[src/lvc_pkg.sv]
// Package for the LFU value cache: sizes, word types, kind codes and the
// saturating count step. Used by lfu_value_cache; no dependencies.

package lvc_pkg;

    localparam int ENTRIES     = 32;
    localparam int TAG_BITS    = 32;
    localparam int VALUE_BITS  = 32;
    localparam int COUNT_BITS  = 31;
    localparam int LIMIT_BITS  = 6;
    localparam int KIND_BITS   = 2;
    localparam int IDX_BITS    = $clog2(ENTRIES);
    localparam int OCC_BITS    = $clog2(ENTRIES + 1);
    localparam int CMP_BITS    = (LIMIT_BITS > OCC_BITS) ? LIMIT_BITS : OCC_BITS;

    localparam logic [LIMIT_BITS-1:0] LIMIT_RESET = LIMIT_BITS'(25);
    localparam logic [COUNT_BITS-1:0] COUNT_MAX   = {COUNT_BITS{1'b1}};
    localparam logic [COUNT_BITS-1:0] COUNT_ONE   = COUNT_BITS'(1);
    localparam logic [IDX_BITS-1:0]   LAST_IDX    = IDX_BITS'(ENTRIES - 1);
    localparam logic [CMP_BITS-1:0]   ENTRIES_CMP = CMP_BITS'(ENTRIES);
    localparam logic [CMP_BITS-1:0]   ONE_CMP     = CMP_BITS'(1);

    localparam logic [KIND_BITS-1:0] KIND_LOOKUP = 2'd0;
    localparam logic [KIND_BITS-1:0] KIND_FILL   = 2'd1;
    localparam logic [KIND_BITS-1:0] KIND_CLEAR  = 2'd2;

    typedef struct packed {
        logic [KIND_BITS-1:0]  kind;
        logic [TAG_BITS-1:0]   key_tag;
        logic [VALUE_BITS-1:0] fill_value;
    } t_in_word;

    typedef struct packed {
        logic                  hit;
        logic [VALUE_BITS-1:0] read_value;
        logic                  evicted;
    } t_out_word;

    typedef struct packed {
        logic [TAG_BITS-1:0]   tag;
        logic [VALUE_BITS-1:0] value;
        logic [COUNT_BITS-1:0] count;
    } t_entry;

    function automatic logic [COUNT_BITS-1:0] count_up(input logic [COUNT_BITS-1:0] c);
        return (c == COUNT_MAX) ? c : c + COUNT_ONE;
    endfunction

endpackage

[src/lvc_ram.sv]
// Generic single-port-write, single-port-read RAM with registered read data.
// No dependencies.

module lvc_ram #(
    parameter int WIDTH = 8,
    parameter int DEPTH = 32
) (
    input  logic                     i_clk,
    input  logic                     i_we,
    input  logic [$clog2(DEPTH)-1:0] i_waddr,
    input  logic [WIDTH-1:0]         i_wdata,
    input  logic [$clog2(DEPTH)-1:0] i_raddr,
    output logic [WIDTH-1:0]         o_rdata
);

    logic [WIDTH-1:0] r_mem [DEPTH];
    logic [WIDTH-1:0] r_rdata;

    always_ff @(posedge i_clk) begin
        if (i_we) begin
            r_mem[i_waddr] <= i_wdata;
        end
        r_rdata <= r_mem[i_raddr];
    end

    assign o_rdata = r_rdata;

endmodule

[src/lfu_value_cache.sv]
// LFU value cache top level: scan sequencer, valid bits and result register.
// Depends on lvc_pkg and lvc_ram (tag, value and count store).
//
// Usage:
//  - Input channel i_in_valid / o_in_stall carries one word: kind, key_tag,
//    fill_value. Output channel o_out_valid / i_out_stall returns hit,
//    read_value and evicted, one result word per input word, in order.
//  - i_cfg_we / i_cfg_data write max_entries; write it only when idle.
//  - One item is in flight at a time. A lookup or fill walks every slot of
//    the entry RAM, one read a cycle, matching the tag, tracking the lowest
//    count and the first free slot, then writes back at most once before
//    the result. A clear or an unused kind skips the scan and goes straight
//    to the result.
//  - The result register lets a new word be accepted while the previous
//    result is still held; when the receiver stalls, the finished result of
//    the next item waits inside until the register frees up.
//  - Reset clears the valid bits and occupancy at once (no clearing pass),
//    sets max_entries to 25 and empties the result register.

module lfu_value_cache (
    input  logic                             i_clk,
    input  logic                             i_rst_n,
    input  logic                             i_cfg_we,
    input  logic [lvc_pkg::LIMIT_BITS-1:0]   i_cfg_data,
    input  logic                             i_in_valid,
    output logic                             o_in_stall,
    input  lvc_pkg::t_in_word                i_in_word,
    output logic                             o_out_valid,
    input  logic                             i_out_stall,
    output lvc_pkg::t_out_word               o_out_word
);

    typedef enum logic [3:0] {
        ST_IDLE   = 4'b0001,
        ST_SCAN   = 4'b0010,
        ST_WRITE  = 4'b0100,
        ST_RESULT = 4'b1000
    } t_state;

    localparam int IW = lvc_pkg::IDX_BITS;

    t_state                              r_state, n_state;
    lvc_pkg::t_in_word                   r_item, n_item;
    logic [IW:0]                         r_addr, n_addr;
    logic                                r_chk, n_chk;
    logic [IW-1:0]                       r_chk_idx, n_chk_idx;
    logic                                r_found, n_found;
    logic [IW-1:0]                       r_found_idx, n_found_idx;
    lvc_pkg::t_entry                     r_found_ent, n_found_ent;
    logic                                r_min_any, n_min_any;
    logic [IW-1:0]                       r_min_idx, n_min_idx;
    logic [lvc_pkg::COUNT_BITS-1:0]      r_min_cnt, n_min_cnt;
    logic                                r_free_any, n_free_any;
    logic [IW-1:0]                       r_free_idx, n_free_idx;
    logic [lvc_pkg::ENTRIES-1:0]         r_valid, n_valid;
    logic [lvc_pkg::OCC_BITS-1:0]        r_occ, n_occ;
    logic [lvc_pkg::LIMIT_BITS-1:0]      r_max_entries, n_max_entries;
    lvc_pkg::t_out_word                  r_res, n_res;
    logic                                r_out_valid, n_out_valid;
    lvc_pkg::t_out_word                  r_out_word, n_out_word;

    logic                                ram_we;
    logic [IW-1:0]                       ram_waddr;
    lvc_pkg::t_entry                     ram_wdata;
    logic [IW-1:0]                       ram_raddr;
    lvc_pkg::t_entry                     ram_rdata;

    logic [lvc_pkg::CMP_BITS-1:0]        lim_raw;
    logic [lvc_pkg::CMP_BITS-1:0]        lim;
    logic                                full;
    logic                                in_acc;

    lvc_ram #(
        .WIDTH ($bits(lvc_pkg::t_entry)),
        .DEPTH (lvc_pkg::ENTRIES)
    ) u_entry_ram (
        .i_clk   (i_clk),
        .i_we    (ram_we),
        .i_waddr (ram_waddr),
        .i_wdata (ram_wdata),
        .i_raddr (ram_raddr),
        .o_rdata (ram_rdata)
    );

    // limit of 0 acts as 1, above ENTRIES acts as ENTRIES
    always_comb begin
        lim_raw = lvc_pkg::CMP_BITS'(r_max_entries);
        if (lim_raw == '0) begin
            lim = lvc_pkg::ONE_CMP;
        end else if (lim_raw > lvc_pkg::ENTRIES_CMP) begin
            lim = lvc_pkg::ENTRIES_CMP;
        end else begin
            lim = lim_raw;
        end
        full = lvc_pkg::CMP_BITS'(r_occ) >= lim;
    end

    assign in_acc     = i_in_valid && !o_in_stall;
    assign o_in_stall = (r_state != ST_IDLE);

    always_comb begin
        n_state       = r_state;
        n_item        = r_item;
        n_addr        = r_addr;
        n_chk         = 1'b0;
        n_chk_idx     = r_chk_idx;
        n_found       = r_found;
        n_found_idx   = r_found_idx;
        n_found_ent   = r_found_ent;
        n_min_any     = r_min_any;
        n_min_idx     = r_min_idx;
        n_min_cnt     = r_min_cnt;
        n_free_any    = r_free_any;
        n_free_idx    = r_free_idx;
        n_valid       = r_valid;
        n_occ         = r_occ;
        n_max_entries = r_max_entries;
        n_res         = r_res;
        n_out_valid   = r_out_valid;
        n_out_word    = r_out_word;
        ram_we        = 1'b0;
        ram_waddr     = r_found_idx;
        ram_wdata     = r_found_ent;
        ram_raddr     = r_addr[IW-1:0];

        if (i_cfg_we) begin
            n_max_entries = i_cfg_data;
        end

        if (r_out_valid && !i_out_stall) begin
            n_out_valid = 1'b0;
        end

        case (r_state)
            ST_IDLE: begin
                if (in_acc) begin
                    n_item     = i_in_word;
                    n_addr     = '0;
                    n_found    = 1'b0;
                    n_min_any  = 1'b0;
                    n_free_any = 1'b0;
                    n_res      = '0;
                    case (i_in_word.kind)
                        lvc_pkg::KIND_LOOKUP, lvc_pkg::KIND_FILL: begin
                            n_state = ST_SCAN;
                        end
                        lvc_pkg::KIND_CLEAR: begin
                            n_valid = '0;
                            n_occ   = '0;
                            n_state = ST_RESULT;
                        end
                        default: begin
                            n_state = ST_RESULT;
                        end
                    endcase
                end
            end
            ST_SCAN: begin
                // issue one read a cycle; data comes back the cycle after
                if (!r_addr[IW]) begin
                    n_chk     = 1'b1;
                    n_chk_idx = r_addr[IW-1:0];
                    n_addr    = r_addr + (IW + 1)'(1);
                end
                if (r_chk) begin
                    if (r_valid[r_chk_idx]) begin
                        if (!r_found && ram_rdata.tag == r_item.key_tag) begin
                            n_found     = 1'b1;
                            n_found_idx = r_chk_idx;
                            n_found_ent = ram_rdata;
                        end
                        // strict less keeps the lowest slot on a tie
                        if (!r_min_any || ram_rdata.count < r_min_cnt) begin
                            n_min_any = 1'b1;
                            n_min_idx = r_chk_idx;
                            n_min_cnt = ram_rdata.count;
                        end
                    end else if (!r_free_any) begin
                        n_free_any = 1'b1;
                        n_free_idx = r_chk_idx;
                    end
                    if (r_chk_idx == lvc_pkg::LAST_IDX) begin
                        n_state = ST_WRITE;
                    end
                end
            end
            ST_WRITE: begin
                n_state = ST_RESULT;
                if (r_found) begin
                    ram_we          = 1'b1;
                    ram_waddr       = r_found_idx;
                    ram_wdata       = r_found_ent;
                    ram_wdata.count = lvc_pkg::count_up(r_found_ent.count);
                    n_res.hit       = 1'b1;
                    if (r_item.kind == lvc_pkg::KIND_LOOKUP) begin
                        n_res.read_value = r_found_ent.value;
                    end
                end else if (r_item.kind == lvc_pkg::KIND_FILL) begin
                    ram_wdata.tag   = r_item.key_tag;
                    ram_wdata.value = r_item.fill_value;
                    if (full) begin
                        ram_we          = r_min_any;
                        ram_waddr       = r_min_idx;
                        ram_wdata.count = lvc_pkg::count_up(r_min_cnt);
                        n_res.evicted   = r_min_any;
                    end else begin
                        ram_we              = r_free_any;
                        ram_waddr           = r_free_idx;
                        ram_wdata.count     = lvc_pkg::COUNT_ONE;
                        n_valid[r_free_idx] = r_free_any;
                        n_occ               = r_occ + lvc_pkg::OCC_BITS'(r_free_any);
                    end
                end
            end
            ST_RESULT: begin
                if (!r_out_valid || !i_out_stall) begin
                    n_out_valid = 1'b1;
                    n_out_word  = r_res;
                    n_state     = ST_IDLE;
                end
            end
            default: begin
                n_state = ST_IDLE;
            end
        endcase
    end

    always_ff @(posedge i_clk) begin
        if (!i_rst_n) begin
            r_state       <= ST_IDLE;
            r_chk         <= 1'b0;
            r_valid       <= '0;
            r_occ         <= '0;
            r_max_entries <= lvc_pkg::LIMIT_RESET;
            r_out_valid   <= 1'b0;
        end else begin
            r_state       <= n_state;
            r_chk         <= n_chk;
            r_valid       <= n_valid;
            r_occ         <= n_occ;
            r_max_entries <= n_max_entries;
            r_out_valid   <= n_out_valid;
        end
    end

    always_ff @(posedge i_clk) begin
        r_item      <= n_item;
        r_addr      <= n_addr;
        r_chk_idx   <= n_chk_idx;
        r_found     <= n_found;
        r_found_idx <= n_found_idx;
        r_found_ent <= n_found_ent;
        r_min_any   <= n_min_any;
        r_min_idx   <= n_min_idx;
        r_min_cnt   <= n_min_cnt;
        r_free_any  <= n_free_any;
        r_free_idx  <= n_free_idx;
        r_res       <= n_res;
        r_out_word  <= n_out_word;
    end

    assign o_out_valid = r_out_valid;
    assign o_out_word  = r_out_word;

    // occupancy tracks the valid bits exactly
    a_occ_matches_valid: assert property (@(posedge i_clk) disable iff (!i_rst_n)
        lvc_pkg::OCC_BITS'($countones(r_valid)) == r_occ)
        else $error("occupancy out of step with valid bits");

    // a fill that inserts below the limit always found a free slot
    a_free_slot_found: assert property (@(posedge i_clk) disable iff (!i_rst_n)
        (r_state == ST_WRITE && r_item.kind == lvc_pkg::KIND_FILL && !r_found && !full)
        |-> r_free_any)
        else $error("no free slot for insert below limit");

    // a fill that evicts always found a victim
    a_victim_found: assert property (@(posedge i_clk) disable iff (!i_rst_n)
        (r_state == ST_WRITE && r_item.kind == lvc_pkg::KIND_FILL && !r_found && full)
        |-> r_min_any)
        else $error("no victim for eviction");

    // a result word is only loaded on leaving the result state
    a_out_from_result: assert property (@(posedge i_clk) disable iff (!i_rst_n)
        (!$past(r_state == ST_RESULT) && $past(i_rst_n)) |-> (r_out_valid == 1'b0
        || $past(r_out_valid && i_out_stall)))
        else $error("result word appeared outside the result state");

endmodule
[config.mk]
export PLATFORM = sky130hd
export DESIGN_NAME = lfu_value_cache
export DESIGN_NICKNAME = d
export VERILOG_FILES = /design/src/lvc_pkg.sv /design/src/lvc_ram.sv /design/src/lfu_value_cache.sv
export SDC_FILE = /design/constraint.sdc
export NUM_CORES = 2
export LEC_CHECK = 0
export BUFFER_PORTS_ARGS = -buffer_cell sky130_fd_sc_hd__buf_4
export CAP_MARGIN = 0
export CORE_ASPECT_RATIO = 1.4
export CORE_MARGIN = 10
export CORE_UTILIZATION = 60
export CTS_CLUSTER_DIAMETER = 150
export CTS_CLUSTER_SIZE = 28
export DETAILED_ROUTE_END_ITERATION = 16
export PLACE_DENSITY = 0.85
export RECOVER_POWER = 100
export SYNTH_ARGS = -nofsm -noshare
export SYNTH_HDL_FRONTEND = slang
export SYNTH_SLANG_ARGS = --single-unit
export TNS_END_PERCENT = 1
[constraint.sdc]
create_clock -name i_clk -period 26.5 [get_ports i_clk]
set_input_delay 5.3 -clock i_clk [delete_from_list [all_inputs] [get_ports i_clk]]
set_output_delay 5.3 -clock i_clk [all_outputs]
set_load 0.1 [all_outputs]
==> metrics.json <==
{
  "clock_root_buffer": {"value": "clkbuf_16"},
  "die_width": {"value": 418, "unit": "µm"},
  "crit_type": {"value": "reg2reg"},
  "setup_tns": {"value": 0, "unit": "ps"},
  "failed_checks": {"value": "capacitance limit, slew limit"},
  "finalWirelength": {"value": 365000, "unit": "µm"},
  "dr_vias": {"value": 67400},
  "cts.clk_slew.worst_paths": {"value": 110, "unit": "ps"},
  "origin_of_the_critical_flop_to_flop_path": {"value": "r_state[3]$_SDFFE_PN0P_"},
  "netlist_instances": {"value": 5813},
  "pwr_density_cell": {"value": 70.7, "unit": "mW/mm²"},
  "start_kind": {"value": "flip-flop"},
  "drv.max_cap_violation_count": {"value": 107},
  "postRouteAntennaNets": {"value": 0},
  "finalClockSkew": {"value": 63.8, "unit": "ps"},
  "finalMaxSlewViolations": {"value": 4114},
  "cts-buffers-inserted": {"value": 151},
  "max_freq": {"value": 0.0641, "unit": "GHz"},
  "die_y_extent": {"value": 577, "unit": "µm"},
  "grt_first_pass_wirelength": {"value": 517000, "unit": "µm"},
  "post_synth.cell_area_avg": {"value": 22.8, "unit": "µm²"},
  "ir_worst_vdd": {"value": 67.3, "unit": "µV"},
  "register_bit_count_reported_by_yosys": {"value": 3474},
  "post_cts_hold_buffer_count": {"value": 0},
  "worst_setup_path_startpoint": {"value": "r_state[3]$_SDFFE_PN0P_"},
  "final_util": {"value": 64.0, "unit": "%"},
  "row_count": {"value": 204},
  "grt_use_total": {"value": 30.3, "unit": "%"},
  "io_pins": {"value": 113},
  "dp_hpwl": {"value": 173000, "unit": "µm"},
  "ctsLongestPathBuffers": {"value": 4},
  "timing.final.setup_violations": {"value": 0},
  "synth.top_cells.by_area": {"value": "edfxtp_1 (75%), mux4_2 (16%), dfxtp_1 (2.2%), mux2_2 (0.83%), nand2_1 (0.77%)"},
  "synthToLayoutAreaGrowth": {"value": 6.23, "unit": "%"},
  "synth_enable_flop_cells": {"value": 3329},
  "post_cts_buffers": {"value": 0},
  "fraction_of_the_yosys_area_taken_by_sequential_cells": {"value": 77.5, "unit": "%"},
  "final_nets": {"value": 6067},
  "core_region_area": {"value": 0.221, "unit": "mm²"},
  "slew_headroom": {"value": -610, "unit": "%"},
  "synth_top_cell_area_share": {"value": 75.3, "unit": "%"},
  "synth_cell_type_count": {"value": 71},
  "drcViolationCount": {"value": 0},
  "per_cell_routed_wire_length": {"value": 40.9, "unit": "µm"},
  "numPortBuffers": {"value": 112},
  "synth-async-reset-ratio": {"value": 0, "unit": "%"},
  "gr-total-overflow": {"value": 0},
  "grt_antenna_before_repair": {"value": 6},
  "cts_sinks": {"value": 3474},
  "postSynthNetCount": {"value": 5931},
  "min_path_type": {"value": "reg2reg"},
  "yosys_warnings": {"value": 0},
  "fp.dieArea": {"value": 0.241, "unit": "mm²"},
  "period_minus_slack": {"value": 15590, "unit": "ps"},
  "clk-insertion-delay-late": {"value": 890, "unit": "ps"},
  "unrepaired_setup_endpoints_after_global_routing": {"value": "no"},
  "most_used_standard_cell_by_instance_count_after_synthesis": {"value": "edfxtp_1"},
  "yosys_most_used_dff": {"value": "edfxtp_1"},
  "maximum_number_of_pins_on_one_net_before_global_route_repair": {"value": 115},
  "synth.cell_area": {"value": 0.133, "unit": "mm²"},
  "critPathArrivalTime": {"value": 15750, "unit": "ps"},
  "htree_num_levels": {"value": 4},
  "worstPathMaxFanout": {"value": 93},
  "tritoncts_clock_tree": {"value": "done"},
  "fin_crit_sh": {"value": 58.8, "unit": "%"},
  "p_leak": {"value": 0.0425, "unit": "µW"},
  "detail_route.first_pass.iterations": {"value": 8},
  "drt_iter0_drc": {"value": 12600},
  "finalHoldViolCount": {"value": 0},
  "status": {"value": "finished with violations"},
  "vias_per_cell": {"value": 7.55},
  "post_cts_resized": {"value": 0},
  "first_global_vias": {"value": 68200},
  "synth_top_cells_by_count": {"value": "edfxtp_1 (3,329), mux4_2 (954), nand2_1 (273)"},
  "gpl.final_weighted_congestion": {"value": 0.895},
  "synth.largest_area_cell": {"value": "edfxtp_1"},
  "timing.hold.worst.start": {"value": "u_entry_ram.o_rdata[52]$_DFF_P_"},
  "required": {"value": 26660, "unit": "ps"},
  "tightestPinTransition": {"value": 10650, "unit": "ps"},
  "layout-drive-gt1-share": {"value": 22.0, "unit": "%"},
  "crit_path_end_kind": {"value": "flip-flop"},
  "floorplan.initialDensity": {"value": 60.2, "unit": "%"}
}
==> cell type report <==
class,count,area [µm²]
flip-flops and latches,3474,103000
fillers,13100,79500
repair buffers,278,1490
diodes,1,2.50
inverters,46,174
well taps,2884,3610
clock inverters,6,90.1
multi-input cells,1998,28600
clock buffers,247,4200
==> flip-flops by register name, summed over array words and instances (netlist names), 4 cells and up <==
name / flops
lim_raw: 6
o_out_word: 34
r_addr: 6
r_chk_idx: 5
r_found_ent: 95
r_found_idx: 5
r_free_idx: 5
r_item: 66
r_min_cnt: 31
r_min_idx: 5
r_occ: 6
r_res: 34
r_state: 4
r_valid: 32
u_entry_ram.o_rdata: 95
u_entry_ram.r_mem: 3040
==> routing by layer <==
metal / routed length [µm] / global-route usage, %
met5: 193 / 0
met2: 180000 / 49.4
met4: 26700 / 17.3
met3: 46400 / 6.61
met1: 112000 / 37.8
==> power breakdown <==
part           leakage, µW  internal [µW]  total [µW]  switching (µW)
Sequential          0.0312           6050        6140            86.0
Combinational      0.00924            527        1070             545
Clock              0.00205           1110        2760            1650
Total               0.0425           7700        9970            2280
==> cell usage in the layout, fill, tap and decap left out, types with 31 or more instances in the layout <==
| cell | netlist | final |
|---|---|---|
| edfxtp_1 | 3329 | 3329 |
| mux4_2 | 954 | 954 |
| nand2_1 | 273 | 273 |
| clkbuf_1 | 231 | 260 |
| clkbuf_16 | 0 | 154 |
| dfxtp_1 | 145 | 145 |
| mux2_2 | 98 | 78 |
| nor2_1 | 71 | 71 |
| clkbuf_4 | 0 | 63 |
| mux2i_1 | 57 | 57 |
| nor4_1 | 54 | 53 |
| xnor2_1 | 47 | 47 |
| buf_4 | 1 | 46 |
| inv_1 | 44 | 44 |
| ha_1 | 41 | 41 |
| nand3_1 | 40 | 40 |
| a21oi_1 | 34 | 31 |
| and2_0 | 0 | 31 |
==> stage by stage <==
| step | area [µm²] | setup WS, ps | power, µW | std cells | hold WS, ps |
|---|---|---|---|---|---|
| floorplan | 133000 | 14100 | 6960 | 5813 | 386 |
| global placement | 138000 | 18800 | 7220 | 8680 | 387 |
| detailed placement | 138000 | 18680 | 7270 | 8680 | 390 |
| CTS | 142000 | 19060 | 9950 | 8933 | 409 |
| global route | 141000 | 10320 | 10200 | 8934 | 415 |
| finish | 141000 | 10910 | 9970 | 8934 | 405 |
==> final timing paths <==
check	slack, ps	cells after the start	to
worst max-delay path	10910	9	u_entry_ram.r_mem[29][86]$_DFFE_PP_
worst min-delay path	400	0	r_found_ent[52]$_DFFE_PP_
worst max register to register	10910	9	u_entry_ram.r_mem[29][86]$_DFFE_PP_
worst min register to register	400	0	r_found_ent[52]$_DFFE_PP_
==> kinds of logic (layout without fill, tap and decap cells) <==
group           after synthesis  count (layout)  synth area share, %
flops                      3474            3474                 77.5
mux                        1109            1109                 17.4
simple gates                591             591                 2.13
buf+inv                     341             577                 1.00
compound gates              190             190                 1.13
xor+xnor                     67              67                0.442
fa+ha+maj                    41              41                0.386
other cells                   0               1                    0
==> worst max-delay path, stage by stage, from the launching register on <==
cell      delay, ps
dfxtp_1         340
or4b_1          530
clkbuf_1        570
inv_1           250
clkbuf_1       2750
nand2_1        1440
o211a_1         370
a31o_1          450
nor4_1          720
clkbuf_1       7340
Power figures use the tool's default switching activity.
